## src/design/rcg_pkg.sv

```systemverilog
`default_nettype none

package rcg_pkg;

    // datapath widths
    localparam int DIV_BITS  = 36;             // dividend width of the shared divider
    localparam int CNT_W     = 6;              // divider iteration counter
    localparam int PC_W      = 5;
    localparam int OP_W      = 5;
    localparam int COND_W    = 3;

    localparam logic [16:0] PHASE_ONE    = 17'd65536;
    localparam logic [24:0] MIN_STEP_US  = 25'd100000;
    localparam logic [24:0] STEP_MAX     = 25'h1FF_FFFF;
    localparam logic [24:0] STEP_RESET   = 25'd1000000;
    localparam logic [23:0] BASE_RESET   = 24'd1000000;
    localparam logic [16:0] FADE_RESET   = 17'd32768;
    localparam logic [16:0] VAR_RESET    = 17'd32768;

    // register indexes
    localparam logic [1:0] CFG_STEP_TIME = 2'd0;
    localparam logic [1:0] CFG_FADE      = 2'd1;
    localparam logic [1:0] CFG_VARIATION = 2'd2;

    // datapath operations
    localparam logic [OP_W-1:0] OP_NOP      = 5'd0;
    localparam logic [OP_W-1:0] OP_LATCH    = 5'd1;
    localparam logic [OP_W-1:0] OP_EFF_MUL  = 5'd2;
    localparam logic [OP_W-1:0] OP_EFF_SEL  = 5'd3;
    localparam logic [OP_W-1:0] OP_DIV_PROG = 5'd4;
    localparam logic [OP_W-1:0] OP_DIV_STEP = 5'd5;
    localparam logic [OP_W-1:0] OP_SUM      = 5'd6;
    localparam logic [OP_W-1:0] OP_NUM_MUL  = 5'd7;
    localparam logic [OP_W-1:0] OP_NUM_ADD  = 5'd8;
    localparam logic [OP_W-1:0] OP_RD_LO    = 5'd9;
    localparam logic [OP_W-1:0] OP_RD_HI    = 5'd10;
    localparam logic [OP_W-1:0] OP_RD_SUM   = 5'd11;
    localparam logic [OP_W-1:0] OP_HOLD     = 5'd12;
    localparam logic [OP_W-1:0] OP_FADE_A   = 5'd13;
    localparam logic [OP_W-1:0] OP_FADE_B   = 5'd14;
    localparam logic [OP_W-1:0] OP_DIV_FADE = 5'd15;
    localparam logic [OP_W-1:0] OP_QUOT     = 5'd16;
    localparam logic [OP_W-1:0] OP_EMIT     = 5'd17;
    localparam logic [OP_W-1:0] OP_SYNC     = 5'd18;

    // jump conditions
    localparam logic [COND_W-1:0] C_NONE        = 3'd0;
    localparam logic [COND_W-1:0] C_NO_IN       = 3'd1;
    localparam logic [COND_W-1:0] C_REQ         = 3'd2;
    localparam logic [COND_W-1:0] C_SZERO       = 3'd3;
    localparam logic [COND_W-1:0] C_DIV_MORE    = 3'd4;
    localparam logic [COND_W-1:0] C_NO_WRAP     = 3'd5;
    localparam logic [COND_W-1:0] C_FADE_HOLD   = 3'd6;
    localparam logic [COND_W-1:0] C_OUT_BLOCKED = 3'd7;

    // program addresses
    localparam logic [PC_W-1:0] S_IDLE    = 5'd0;
    localparam logic [PC_W-1:0] S_EFF_MUL = 5'd1;
    localparam logic [PC_W-1:0] S_EFF_SEL = 5'd2;
    localparam logic [PC_W-1:0] S_DIV1_LD = 5'd3;
    localparam logic [PC_W-1:0] S_DIV1    = 5'd4;
    localparam logic [PC_W-1:0] S_SUM     = 5'd5;
    localparam logic [PC_W-1:0] S_NUM_MUL = 5'd6;
    localparam logic [PC_W-1:0] S_NUM_ADD = 5'd7;
    localparam logic [PC_W-1:0] S_RD_LO   = 5'd8;
    localparam logic [PC_W-1:0] S_RD_HI   = 5'd9;
    localparam logic [PC_W-1:0] S_RD_SUM  = 5'd10;
    localparam logic [PC_W-1:0] S_OUT     = 5'd11;
    localparam logic [PC_W-1:0] S_FADE_A  = 5'd12;
    localparam logic [PC_W-1:0] S_FADE_B  = 5'd13;
    localparam logic [PC_W-1:0] S_DIV2_LD = 5'd14;
    localparam logic [PC_W-1:0] S_DIV2    = 5'd15;
    localparam logic [PC_W-1:0] S_QUOT    = 5'd16;
    localparam logic [PC_W-1:0] S_EMIT    = 5'd17;
    localparam logic [PC_W-1:0] S_SYNC    = 5'd18;

    typedef struct packed {
        logic [OP_W-1:0]   op;
        logic [COND_W-1:0] cond;
        logic [PC_W-1:0]   target;
        logic              fin;     // fall through to idle instead of pc+1
    } cw_t;

    typedef struct packed {
        logic [OP_W-1:0] op;
        logic            idle;
    } ctrl_t;

    typedef struct packed {
        logic req;
        logic s_zero;
        logic div_more;
        logic no_wrap;
        logic fade_hold;
        logic out_blocked;
    } stat_t;

    function automatic cw_t mk(input logic [OP_W-1:0] op, input logic [COND_W-1:0] cond,
                               input logic [PC_W-1:0] target, input logic fin);
        cw_t w;
        w.op     = op;
        w.cond   = cond;
        w.target = target;
        w.fin    = fin;
        return w;
    endfunction

    // microprogram
    function automatic cw_t rom(input logic [PC_W-1:0] pc);
        cw_t w;
        unique case (pc)
            S_IDLE:    w = mk(OP_LATCH,    C_NO_IN,       S_IDLE,   1'b0);
            S_EFF_MUL: w = mk(OP_EFF_MUL,  C_REQ,         S_SYNC,   1'b0);
            S_EFF_SEL: w = mk(OP_EFF_SEL,  C_NONE,        S_IDLE,   1'b0);
            S_DIV1_LD: w = mk(OP_DIV_PROG, C_SZERO,       S_IDLE,   1'b0);
            S_DIV1:    w = mk(OP_DIV_STEP, C_DIV_MORE,    S_DIV1,   1'b0);
            S_SUM:     w = mk(OP_SUM,      C_NO_WRAP,     S_OUT,    1'b0);
            S_NUM_MUL: w = mk(OP_NUM_MUL,  C_NONE,        S_IDLE,   1'b0);
            S_NUM_ADD: w = mk(OP_NUM_ADD,  C_NONE,        S_IDLE,   1'b0);
            S_RD_LO:   w = mk(OP_RD_LO,    C_NONE,        S_IDLE,   1'b0);
            S_RD_HI:   w = mk(OP_RD_HI,    C_NONE,        S_IDLE,   1'b0);
            S_RD_SUM:  w = mk(OP_RD_SUM,   C_NONE,        S_IDLE,   1'b0);
            S_OUT:     w = mk(OP_HOLD,     C_FADE_HOLD,   S_EMIT,   1'b0);
            S_FADE_A:  w = mk(OP_FADE_A,   C_NONE,        S_IDLE,   1'b0);
            S_FADE_B:  w = mk(OP_FADE_B,   C_NONE,        S_IDLE,   1'b0);
            S_DIV2_LD: w = mk(OP_DIV_FADE, C_NONE,        S_IDLE,   1'b0);
            S_DIV2:    w = mk(OP_DIV_STEP, C_DIV_MORE,    S_DIV2,   1'b0);
            S_QUOT:    w = mk(OP_QUOT,     C_NONE,        S_IDLE,   1'b0);
            S_EMIT:    w = mk(OP_EMIT,     C_OUT_BLOCKED, S_EMIT,   1'b1);
            S_SYNC:    w = mk(OP_SYNC,     C_NONE,        S_IDLE,   1'b1);
            default:   w = mk(OP_NOP,      C_NONE,        S_IDLE,   1'b1);
        endcase
        return w;
    endfunction

endpackage

`default_nettype wire

```

## src/design/rcg_seq.sv

```systemverilog
`default_nettype none

module rcg_seq (
    input  wire logic           aclk,
    input  wire logic           aresetn,
    input  wire logic           s_valid,
    input  wire rcg_pkg::stat_t stat,
    output rcg_pkg::ctrl_t      ctrl
);

    logic [rcg_pkg::PC_W-1:0] pc_reg;
    logic [rcg_pkg::PC_W-1:0] pc_next;
    rcg_pkg::cw_t             cw;
    logic                     take;

    always_comb begin
        cw = rcg_pkg::rom(pc_reg);
        unique case (cw.cond)
            rcg_pkg::C_NONE:        take = 1'b0;
            rcg_pkg::C_NO_IN:       take = !s_valid;
            rcg_pkg::C_REQ:         take = stat.req;
            rcg_pkg::C_SZERO:       take = stat.s_zero;
            rcg_pkg::C_DIV_MORE:    take = stat.div_more;
            rcg_pkg::C_NO_WRAP:     take = stat.no_wrap;
            rcg_pkg::C_FADE_HOLD:   take = stat.fade_hold;
            rcg_pkg::C_OUT_BLOCKED: take = stat.out_blocked;
            default:                take = 1'b0;
        endcase
        if (take) begin
            pc_next = cw.target;
        end else if (cw.fin) begin
            pc_next = rcg_pkg::S_IDLE;
        end else begin
            pc_next = pc_reg + 1'b1;
        end
        ctrl.op   = cw.op;
        ctrl.idle = (pc_reg == rcg_pkg::S_IDLE);
    end

    always_ff @(posedge aclk) begin
        if (!aresetn) begin
            pc_reg <= rcg_pkg::S_IDLE;
        end else begin
            pc_reg <= pc_next;
        end
    end

endmodule

`default_nettype wire

```

## src/design/rcg_dp.sv

```systemverilog
`default_nettype none

module rcg_dp (
    input  wire logic           aclk,
    input  wire logic           aresetn,
    input  wire rcg_pkg::ctrl_t ctrl,
    output rcg_pkg::stat_t      stat,
    input  wire logic           cfg_valid,
    input  wire logic [1:0]     cfg_index,
    input  wire logic [23:0]    cfg_data,
    input  wire logic           s_req_type,
    input  wire logic [19:0]    s_elapsed_us,
    input  wire logic [15:0]    s_rand_target,
    input  wire logic [15:0]    s_rand_time,
    input  wire logic           s_mod_enable,
    input  wire logic [15:0]    s_mod_value,
    output logic                m_valid,
    input  wire logic           m_ready,
    output logic [15:0]         m_current_value
);

    localparam int DB = rcg_pkg::DIV_BITS;

    // configuration
    logic [23:0] st_reg;
    logic [16:0] fr_reg;
    logic [16:0] tv_reg;

    // generator state
    logic [16:0] phase_reg;
    logic [15:0] old_reg;
    logic [15:0] new_reg;
    logic [24:0] step_reg;

    // latched word
    logic        req_reg;
    logic [19:0] el_reg;
    logic [15:0] rt_reg;
    logic [15:0] rtime_reg;
    logic        men_reg;
    logic [15:0] mval_reg;

    // work registers
    logic [24:0]   s_reg;
    logic [42:0]   mul_reg;
    logic [42:0]   acc_reg;
    logic [34:0]   num_reg;
    logic [DB-1:0] quo_reg;
    logic [24:0]   rem_reg;
    logic [24:0]   dvs_reg;
    logic [rcg_pkg::CNT_W-1:0] cnt_reg;
    logic [15:0]   val_reg;
    logic          m_valid_reg;
    logic [15:0]   m_data_reg;

    logic [24:0] mul_a;
    logic [17:0] mul_b;
    logic [42:0] prod;
    logic [16:0] fr_minus_ph;
    logic [36:0] sum;
    logic        wrap;
    logic [34:0] num_calc;
    logic [42:0] rd_sum;
    logic [26:0] rd_v;
    logic [25:0] rem_sh;
    logic [25:0] rem_sub;
    logic        rem_ge;
    logic [DB-1:0] fade_sum;
    logic        out_blocked;

    always_comb begin
        mul_a = '0;
        mul_b = '0;
        case (ctrl.op)
            rcg_pkg::OP_EFF_MUL: begin
                mul_a = step_reg;
                mul_b = {2'b0, mval_reg};
            end
            rcg_pkg::OP_NUM_MUL: begin
                mul_a = {8'd0, tv_reg};
                mul_b = {1'b0, rtime_reg, 1'b0};
            end
            rcg_pkg::OP_RD_LO: begin
                mul_a = {1'b0, st_reg};
                mul_b = {2'b0, num_reg[15:0]};
            end
            rcg_pkg::OP_RD_HI: begin
                mul_a = {1'b0, st_reg};
                mul_b = num_reg[33:16];
            end
            rcg_pkg::OP_FADE_A: begin
                mul_a = {9'd0, old_reg};
                mul_b = {1'b0, fr_minus_ph};
            end
            rcg_pkg::OP_FADE_B: begin
                mul_a = {9'd0, new_reg};
                mul_b = {1'b0, phase_reg};
            end
            default: begin
                mul_a = '0;
                mul_b = '0;
            end
        endcase
    end

    assign prod        = mul_a * mul_b;
    assign fr_minus_ph = fr_reg - phase_reg;
    assign sum         = {20'd0, phase_reg} + {1'b0, quo_reg};
    assign wrap        = (sum > {20'd0, rcg_pkg::PHASE_ONE});
    // 2^32 + tv*2r - tv*2^16; bit 34 flags a negative scale
    assign num_calc    = 35'h1_0000_0000 + {1'b0, mul_reg[33:0]} - {2'd0, tv_reg, 16'd0};
    assign rd_sum      = mul_reg + acc_reg;
    assign rd_v        = rd_sum[42:16];
    assign rem_sh      = {rem_reg, quo_reg[DB-1]};
    assign rem_ge      = (rem_sh >= {1'b0, dvs_reg});
    assign rem_sub     = rem_sh - {1'b0, dvs_reg};
    assign fade_sum    = acc_reg[DB-1:0] + mul_reg[DB-1:0];
    assign out_blocked = m_valid_reg && !m_ready;

    always_comb begin
        stat.req         = req_reg;
        stat.s_zero      = (s_reg == 25'd0);
        stat.div_more    = (cnt_reg != rcg_pkg::CNT_W'(DB - 1));
        stat.no_wrap     = !wrap;
        stat.fade_hold   = (fr_reg == 17'd0) || (phase_reg >= fr_reg);
        stat.out_blocked = out_blocked;
    end

    // state with reset
    always_ff @(posedge aclk) begin
        if (!aresetn) begin
            st_reg      <= rcg_pkg::BASE_RESET;
            fr_reg      <= rcg_pkg::FADE_RESET;
            tv_reg      <= rcg_pkg::VAR_RESET;
            phase_reg   <= '0;
            old_reg     <= '0;
            new_reg     <= '0;
            step_reg    <= rcg_pkg::STEP_RESET;
            m_valid_reg <= 1'b0;
        end else begin
            if (cfg_valid) begin
                case (cfg_index)
                    rcg_pkg::CFG_STEP_TIME: st_reg <= cfg_data;
                    rcg_pkg::CFG_FADE:      fr_reg <= cfg_data[16:0];
                    rcg_pkg::CFG_VARIATION: tv_reg <= cfg_data[16:0];
                    default: ;
                endcase
            end
            if (ctrl.op == rcg_pkg::OP_EMIT && !out_blocked) begin
                m_valid_reg <= 1'b1;
            end else if (m_valid_reg && m_ready) begin
                m_valid_reg <= 1'b0;
            end
            case (ctrl.op)
                rcg_pkg::OP_SUM: begin
                    phase_reg <= {1'b0, sum[15:0]};
                    if (wrap) begin
                        old_reg <= new_reg;
                        new_reg <= rt_reg;
                    end
                end
                rcg_pkg::OP_RD_SUM: begin
                    if (num_reg[34] || rd_v == 27'd0) begin
                        step_reg <= rcg_pkg::MIN_STEP_US;
                    end else if (rd_v > {2'b0, rcg_pkg::STEP_MAX}) begin
                        step_reg <= rcg_pkg::STEP_MAX;
                    end else begin
                        step_reg <= rd_v[24:0];
                    end
                end
                rcg_pkg::OP_SYNC: phase_reg <= rcg_pkg::PHASE_ONE;
                default: ;
            endcase
        end
    end

    // work registers, no reset
    always_ff @(posedge aclk) begin
        case (ctrl.op)
            rcg_pkg::OP_LATCH: begin
                req_reg   <= s_req_type;
                el_reg    <= s_elapsed_us;
                rt_reg    <= s_rand_target;
                rtime_reg <= s_rand_time;
                men_reg   <= s_mod_enable;
                mval_reg  <= s_mod_value;
            end
            rcg_pkg::OP_EFF_MUL: mul_reg <= prod;
            rcg_pkg::OP_EFF_SEL: s_reg   <= men_reg ? mul_reg[40:16] : step_reg;
            rcg_pkg::OP_DIV_PROG: begin
                quo_reg <= {el_reg, 16'd0};
                rem_reg <= '0;
                dvs_reg <= s_reg;
                cnt_reg <= '0;
            end
            rcg_pkg::OP_DIV_STEP: begin
                rem_reg <= rem_ge ? rem_sub[24:0] : rem_sh[24:0];
                quo_reg <= {quo_reg[DB-2:0], rem_ge};
                cnt_reg <= cnt_reg + 1'b1;
            end
            rcg_pkg::OP_NUM_MUL: mul_reg  <= prod;
            rcg_pkg::OP_NUM_ADD: num_reg  <= num_calc;
            rcg_pkg::OP_RD_LO:   mul_reg  <= prod;
            rcg_pkg::OP_RD_HI: begin
                acc_reg <= {19'd0, mul_reg[39:16]};
                mul_reg <= prod;
            end
            rcg_pkg::OP_HOLD:    val_reg <= new_reg;
            rcg_pkg::OP_FADE_A:  mul_reg <= prod;
            rcg_pkg::OP_FADE_B: begin
                acc_reg <= mul_reg;
                mul_reg <= prod;
            end
            rcg_pkg::OP_DIV_FADE: begin
                quo_reg <= fade_sum;
                rem_reg <= '0;
                dvs_reg <= {8'd0, fr_reg};
                cnt_reg <= '0;
            end
            rcg_pkg::OP_QUOT: val_reg <= quo_reg[15:0];
            rcg_pkg::OP_EMIT: begin
                if (!out_blocked) begin
                    m_data_reg <= val_reg;
                end
            end
            default: ;
        endcase
    end

    assign m_valid         = m_valid_reg;
    assign m_current_value = m_data_reg;

    a_phase_range: assert property (@(posedge aclk) disable iff (!aresetn)
        phase_reg <= rcg_pkg::PHASE_ONE)
        else $error("phase beyond one");

    a_step_nonzero: assert property (@(posedge aclk) disable iff (!aresetn)
        step_reg != 25'd0)
        else $error("step time is zero");

    a_sum_wraps: assert property (@(posedge aclk) disable iff (!aresetn)
        ctrl.op == rcg_pkg::OP_SUM |=> phase_reg < rcg_pkg::PHASE_ONE)
        else $error("phase not reduced after advance");

    a_div_count: assert property (@(posedge aclk) disable iff (!aresetn)
        ctrl.op == rcg_pkg::OP_DIV_STEP |-> cnt_reg < rcg_pkg::CNT_W'(DB))
        else $error("divider overran");

    a_fade_fits: assert property (@(posedge aclk) disable iff (!aresetn)
        ctrl.op == rcg_pkg::OP_QUOT |-> quo_reg[DB-1:16] == '0)
        else $error("crossfade quotient exceeds 16 bits");

endmodule

`default_nettype wire

```

## src/design/random_crossfade_generator.sv

```systemverilog
// Channel  | Direction | Handshake           | Word
// ---------+-----------+---------------------+-------------------------------------------
// cfg      | in        | cfg_valid/cfg_ready | cfg_index (0 step, 1 fade, 2 variation), cfg_data
// s_       | in        | s_valid/s_ready     | req_type, elapsed_us, rand_target, rand_time,
//          |           |                     | mod_enable, mod_value
// m_       | out       | m_valid/m_ready     | current_value
//
// A frame tick makes one divider pass, a second when it fades, and a wrap adds the step
//   redraw; a sync word and a tick with a zero effective step skip the radix-2 divider.
// One word at a time: s_ready is high only while the sequencer sits at its idle step.
// The result register frees the input side: a new word is taken while a result waits,
//   and the sequencer stalls at its emit step only if the previous one is still held.
// Reset (aresetn low, synchronous) restores the register defaults and generator state.
// cfg_ready is always high; writes belong to idle periods.
`default_nettype none

module random_crossfade_generator (
    input  wire logic        aclk,
    input  wire logic        aresetn,

    input  wire logic        cfg_valid,
    output logic             cfg_ready,
    input  wire logic [1:0]  cfg_index,
    input  wire logic [23:0] cfg_data,

    input  wire logic        s_valid,
    output logic             s_ready,
    input  wire logic        s_req_type,
    input  wire logic [19:0] s_elapsed_us,
    input  wire logic [15:0] s_rand_target,
    input  wire logic [15:0] s_rand_time,
    input  wire logic        s_mod_enable,
    input  wire logic [15:0] s_mod_value,

    output logic             m_valid,
    input  wire logic        m_ready,
    output logic [15:0]      m_current_value
);

    rcg_pkg::ctrl_t ctrl;   // control word from the microprogram
    rcg_pkg::stat_t stat;   // flags that steer its jumps

    // sequencer: step counter, program table, jump logic
    rcg_seq u_seq (
        .aclk    (aclk),
        .aresetn (aresetn),
        .s_valid (s_valid),
        .stat    (stat),
        .ctrl    (ctrl)
    );

    // datapath: shared 25x18 multiplier, restoring divider, state and result register
    rcg_dp u_dp (
        .aclk            (aclk),
        .aresetn         (aresetn),
        .ctrl            (ctrl),
        .stat            (stat),
        .cfg_valid       (cfg_valid),
        .cfg_index       (cfg_index),
        .cfg_data        (cfg_data),
        .s_req_type      (s_req_type),
        .s_elapsed_us    (s_elapsed_us),
        .s_rand_target   (s_rand_target),
        .s_rand_time     (s_rand_time),
        .s_mod_enable    (s_mod_enable),
        .s_mod_value     (s_mod_value),
        .m_valid         (m_valid),
        .m_ready         (m_ready),
        .m_current_value (m_current_value)
    );

    // input taken only at the idle step, where the word is latched
    assign s_ready   = ctrl.idle;
    assign cfg_ready = 1'b1;

endmodule

`default_nettype wire

```

## config.mk

```make
export PLATFORM = sky130hd
export DESIGN_NAME = random_crossfade_generator
export DESIGN_NICKNAME = d
export VERILOG_FILES = /design/src/design/rcg_pkg.sv /design/src/design/rcg_seq.sv /design/src/design/rcg_dp.sv /design/src/design/random_crossfade_generator.sv
export SDC_FILE = /design/constraint.sdc
export NUM_CORES = 2
export LEC_CHECK = 0
export ABC_AREA = 0
export BUFFER_PORTS_ARGS = -buffer_cell sky130_fd_sc_hd__buf_4
export CAP_MARGIN = 20
export CORE_ASPECT_RATIO = 1.5
export CORE_MARGIN = 4
export CORE_UTILIZATION = 45
export CTS_CLUSTER_DIAMETER = 100
export DETAILED_ROUTE_END_ITERATION = 12
export PLACE_DENSITY = 0.57
export SETUP_SLACK_MARGIN = 0.1
export SYNTH_ARGS = -nofsm -noshare
export SYNTH_HDL_FRONTEND = slang
export SYNTH_SLANG_ARGS = --single-unit
```

## constraint.sdc

```tcl
create_clock -name aclk -period 20.1 [get_ports aclk]
set_clock_uncertainty 0.15 [all_clocks]
set_input_delay 4.02 -clock aclk [delete_from_list [all_inputs] [get_ports aclk]]
set_output_delay 4.02 -clock aclk [all_outputs]
set_load 0.01 [all_outputs]
```

**Word level (Yosys, flattened, before mapping)**

Memories as Yosys holds them, arrays and structs flattened. A register that Yosys moved wholly into a read port is not among the register bits.
Cells that the tools add are included.

- $add $sub $neg: 9
- Multiply operators: 1
- Mux-type cells: 19
- Bitwise operators: 1
- Order comparisons: 4
- Reduce and logical (&&, ||, !) cells: 30
- Equal/unequal tests: 28

Operators with widths:

| kind | number |
|---|---|
| $pmux W25 S5 | 1 |
| $pmux W18 S6 | 1 |
| $pmux W36 S3 | 1 |
| $mux W25 | 4 |
| $pmux W25 S2 | 2 |
| $pmux W43 S2 | 1 |
| $add A43 B43 Y43 | 1 |
| $mul A25 B18 Y43 | 1 |
| $eq A5 B4 Y1 const B | 8 |
| $add A17 B36 Y37 | 1 |
| $gt A37 B17 Y1 const B | 1 |
| $add A36 B36 Y36 | 1 |
| $add A33 B34 Y35 const A | 1 |
| $sub A35 B33 Y35 | 1 |
| $pmux W17 S2 | 1 |
| $pmux W16 S2 | 1 |
| $gt A27 B25 Y1 const B | 1 |
| $logic_not A27 Y1 | 1 |
| $ge A26 B25 Y1 | 1 |
| $logic_not A25 Y1 | 1 |
| $sub A25 B25 Y25 | 1 |
| $eq A5 B3 Y1 const B | 4 |
| $ge A17 B17 Y1 | 1 |
| $logic_not A17 Y1 | 1 |
| other kinds (28) | 54 |

- Output and inout bits: 19
- ROM bits: 448
- Memories: 1
- Input bits: 101
- Word-level logic and storage cells: 118
- Register bits after elaboration: 478

Memories:

| name | words | width | rd ports | clocked after memory_dff | wr ports | RTL line | RTL |
|---|---|---|---|---|---|---|---|
| (no name shown) | 32 | 14 | 1 | 1 | 0 | rcg_pkg.sv:111 | `unique case (pc)` |

**Longest topological paths before layout**

- Depth after elaboration: 6
- Mapped depth: 40
- Gate-level depth less buffers: 39

**Hierarchy**

Synthesis repeated with hierarchy kept, for this count alone.

- Cells, all modules: 4720
- Area total of the unflattened synthesis: 43763.2 um2

By module, submodules not included:

| module | cells an instance | sequential area each (um2) | times used | area each (um2) |
|---|---|---|---|---|
| rcg_dp | 4568 | 12872.3 | 1 | 42518.3 |
| rcg_seq | 150 | 380.4 | 1 | 1233.7 |
| random_crossfade_generator | 2 | 0.0 | 1 | 11.3 |

**Worst setup path after synthesis**

OpenSTA, ideal clock, no wires.

- Kind: register to register
- Start: reg u_dp.fr_reg[0]
- End: reg u_dp.mul_reg[42] (data pin)
- Slack: 10.725 ns
- Arrival time: 8.965 ns
- Stages on the path, launching flop included: 39
- Path through: dfxtp_1 inv_1 ha_1 fa_1 nor2b_1 o21ai_1 a21boi_0 o21ai_1 a21boi_0 o21ai_0 nand2b_1 a21oi_1 o21bai_1 a31oi_1 mux2i_1 clkbuf_1 o21ai_0 fa_1 [3 not listed] fa_1 fa_1 inv_1 fa_1 inv_1 ha_1 a21o_1 a21o_1 a21o_1 a2111oi_0 nor2_1 nor4_1 nor3_1 o311ai_1 a21oi_1 a211o_1 a21oi_1 xnor2_1

- Word-level cells in the longest chain between the ends: 3

Ends and longest elaborated chain:

| item | RTL line | RTL |
|---|---|---|
| from (decl) | rcg_dp.sv:26 | `logic [16:0] fr_reg;` |
| from (signal assigned) | rcg_dp.sv:133 | `fr_reg <= rcg_pkg::FADE_RESET;` |
| from (signal assigned) | rcg_dp.sv:144 | `rcg_pkg::CFG_FADE: fr_reg <= cfg_data[16:0];` |
| $sub A17 B17 Y17 | rcg_dp.sv:107 | `assign fr_minus_ph = fr_reg - phase_reg;` |
| $pmux W18 S6 | rcg_dp.sv:74 | `case (ctrl.op)` |
| $mul A25 B18 Y43 | rcg_dp.sv:106 | `assign prod = mul_a * mul_b;` |
| net u_dp.prod[42] | rcg_dp.sv:58 | `logic [42:0] prod;` |
| to (signal assigned) | rcg_dp.sv:188 | `rcg_pkg::OP_EFF_MUL: mul_reg <= prod;` |
| to (signal assigned) | rcg_dp.sv:201 | `rcg_pkg::OP_NUM_MUL: mul_reg <= prod;` |
| to (signal assigned) | rcg_dp.sv:203 | `rcg_pkg::OP_RD_LO: mul_reg <= prod;` |
| to (decl) | rcg_dp.sv:45 | `logic [42:0] mul_reg;` |

The timed path passes the listed nets, and every way through them passes these cells.
A chain may end at the register's enable or synchronous reset.

**Worst setup path in the final report**

- Start: reg u_dp.phase_reg[2]
- End: reg u_dp.mul_reg[41] (data pin)

- Word-level cells in the longest chain between the ends: 3

Ends and longest elaborated chain:

| item | RTL line | RTL |
|---|---|---|
| from (decl) | rcg_dp.sv:30 | `logic [16:0] phase_reg;` |
| from (signal assigned) | rcg_dp.sv:156 | `phase_reg <= {1'b0, sum[15:0]};` |
| from (signal assigned) | rcg_dp.sv:171 | `rcg_pkg::OP_SYNC: phase_reg <= rcg_pkg::PHASE_ONE;` |
| $sub A17 B17 Y17 | rcg_dp.sv:107 |  |
| $pmux W18 S6 (*) | rcg_dp.sv:74 |  |
| $mul A25 B18 Y43 (*) | rcg_dp.sv:106 |  |
| net u_dp.prod[41] | rcg_dp.sv:58 |  |

Mark *: on every way through the listed nets, which the timed path passes. The rest lies on a longest branch.

==> results.cfg <==
[synthesis]
ys_seq_area_frac = 0.319
synthXorXnorAreaFrac = 0.0322
synth_warnings = 0
ys_ff_latch = 492
synthMuxAreaShare = 0.0364
async_reset_ff_frac = 0
synthCells = 4436
synth-simple-area-share = 0.144
syn_area_sq_um = 41600
avgSynthCellArea_sq_um = 9.37
synth_compound_area_frac = 0.135
synth_flop_cell = edfxtp_1
synth-edff-count = 340
synth_cell_type_count = 89
synthAdderAreaFrac = 0.262
synth_top_family_by_area = adder cells

[clock_tree]
numCtsBuffers = 52
htree_levels = 2
cts_buffer_depth = 3
cts.clk_slew.worst_paths_ps = 70
cts_tree = built
hold_buffers = 0
clk_latency_ps = 650
clock_sinks = 492
clk_root_buffer_cell = clkbuf_16
cts_resized = 0
post_cts_buffers = 0

[worst_setup_path]
reg2reg_depth = 35
critPathLaunch = u_dp.phase_reg[2]
end_kind = register
worstPathRequired_ps = 20300
worstSetupStartpointType = register
rrSetupSlack_ps = 9150
endpoint = u_dp.mul_reg[41]
worst_path_max_delay_cell = mux2i_2
path_common_cell = fa_1
max_stage_delay_ps = 960
critical_path_arrival_ps = 11140
critPathKind = reg -> reg
r2r_start = u_dp.phase_reg[2]
regToRegEndpoint = u_dp.mul_reg[41]
worstPathMaxFanout = 13

[cells_and_area]
final_nets = 5224
final_area_sq_um = 45700
nFillCells = 8668
post-route-util = 0.498
drive_above_1_share = 0.0885
area_growth_pct = 9.81

[timing]
slew_headroom = 0.192
fmax_mhz = 91.4
setup-tns-final_ps = 0
finalSetupViolCount = 0
hold_viol = 0
fin_crit_ps = 10950
rsz0062_at_grt = false
tightest_slew_ps = 1210
post-route-period-util = 0.545
slew_viol_final = 0

[drt]
num_vias = 33200
drc_errors = 0
vias_per_cell = 5.83
drt_iter0_drc = 2872
dr.pass1.iters = 8
wirelength_um = 151000
antenna_left = 0
avgRoutedWirePerCell_um = 26.5

[floorplanning]
pin_count = 120
rows = 136
die_w_um = 256
start_util = 0.453
dieArea_sq_um = 97400
core_sq_um = 91700
fp.dieH_um = 380

[place]
postPlaceCellArea_sq_um = 43800
gp_congestion = 0.973
dpl.hpwl_um = 120000
io_buffer_count = 118

[power]
ir_drop_mv = 0.0762
p_leak_nw = 19.7
power_density_nw_per_um2 = 102

[hold_path]
min-delay-start = u_dp.val_reg[3]
hold_class = reg -> reg

[global_routing]
antenna_found_initial = 4
grt_max_degree = 82
grt_pass1_vias = 33800
grt_use_total = 0.304
grt_remaining_overflow = 0
grt_pass1_wl_um = 220000

[job]
cap_violations = 0

[status]
status = finished clean
[area by class of cell]
cell class | count | area [sq um] | area share
Clock buffer | 75 | 1540 | 0.0338
Multi-Input combinational cell | 3168 | 25500 | 0.559
Sequential cell | 492 | 13300 | 0.290
Antenna cell | 5 | 12.5 | 0.000274
Timing Repair Buffer | 185 | 1390 | 0.0304
Clock inverter | 23 | 294 | 0.00644
Inverter | 575 | 2160 | 0.0473
Tap cell | 1173 | 1470 | 0.0321
[cell usage after synthesis (12+ instances only)]
cell type,count,share of area
o21ai_0,169,0.020
xor2_1,51,0.011
nand2_1,615,0.056
nor3_1,48,0.0058
and3_1,30,0.0045
nand3_1,85,0.010
nand2b_1,30,0.0045
xnor2_1,102,0.021
o21bai_1,23,0.0042
a22o_1,14,0.0029
a211oi_1,23,0.0042
clkbuf_1,175,0.016
dfxtp_1,152,0.073
ha_1,277,0.083
edfxtp_1,340,0.25
or3_1,12,0.0018
o31ai_1,15,0.0027
mux2i_1,69,0.017
a31oi_1,23,0.0035
o211ai_1,17,0.0031
buf_2,15,0.0018
nand4_1,36,0.0054
a21o_1,70,0.013
a21oi_1,271,0.033
inv_1,573,0.052
o21ai_1,15,0.0018
nor2_1,340,0.031
mux2_2,72,0.020
o21a_1,36,0.0065
nor2b_1,33,0.0050
a222oi_1,18,0.0043
a22oi_1,63,0.011
and2_1,48,0.0072
fa_1,372,0.18
nor4_1,23,0.0035
[worst max-delay path, delay by kind of cell, from the launching register on]
kind | cells | cell delay (ps)
buffers and inverters | 5 | 280
muxes | 1 | 960
DFF | 1 | 380
xor gates and xnor gates | 1 | 70
and+or+nand+nor | 4 | 520
adders and majority gates | 8 | 3690
AOI/OAI and AO/OA | 16 | 4560
[per-layer routing]
layer	vias up	part of all wire	global-route usage
met2	1189	0.51	0.540
met1	16500	0.35	0.328
met5	-	0.00013	0
met4	2	0.093	0.231
li1	15100	-	-
met3	423	0.050	0.0374
[cells in the final DEF (no fill, tap or decap), drive strengths merged, types with 9 or more instances in the layout]
cell type,n
nor3,48
a211o,10
a21o,70
mux2,72
o211ai,18
a22o,14
mux2i,70
o21bai,23
nor3b,11
inv,585
a211oi,23
nor2,340
or2,11
nand2b,30
a21boi,11
nand3,85
dfxtp,152
nand2,615
clkbuf,75
o21ai,184
nand4,36
xor2,51
a31oi,24
nor2b,33
nor4,25
o31ai,15
a222oi,18
a41oi,10
o21a,36
and2,48
and3,30
xnor2,102
edfxtp,340
ha,277
a22oi,63
clkinv,9
buf,185
a21oi,272
or3,12
fa,372
[power breakdown]
part	leakage [nW]	switching, mW	internal (mW)	total, mW
Combinational	14.5	1.34	0.711	2.05
Sequential	4.33	0.202	1.38	1.58
Clock	0.907	0.448	0.593	1.04
[kinds of logic (layout without fill, tap and decap cells)]
logic type,count (synthesis),count (layout)
xor+xnor,153,153
flops,492,492
mux,142,142
simple gates,1353,1353
compound gates,868,868
other cells,2,8
fa+ha+maj,649,649
buf+inv,777,858
[worst min path at each step]
stage,cells after the start,slack (ps),endpoint
2_1_floorplan,0,250,u_dp.m_current_value[0]
3_3_place_gp,0,250,u_dp.m_current_value[1]
3_5_place_dp,0,250,u_dp.m_current_value[15]
4_1_cts,0,270,u_dp.m_current_value[15]
5_1_grt,0,290,u_dp.m_current_value[9]
6_report,0,270,u_dp.m_current_value[3]
[stage by stage]
step                std cells  hold WS, ps  worst slack [ps]  power (mW)
CTS                      5689          271              9170        4.67
floorplan                4437          250             10730        2.87
detailed placement       5591          255              9240        3.61
global placement         5590          254              9060        3.61
global route             5691          287              8490        4.91
finish                   5696          269              9150        4.67
Power figures use the tool's default switching activity.
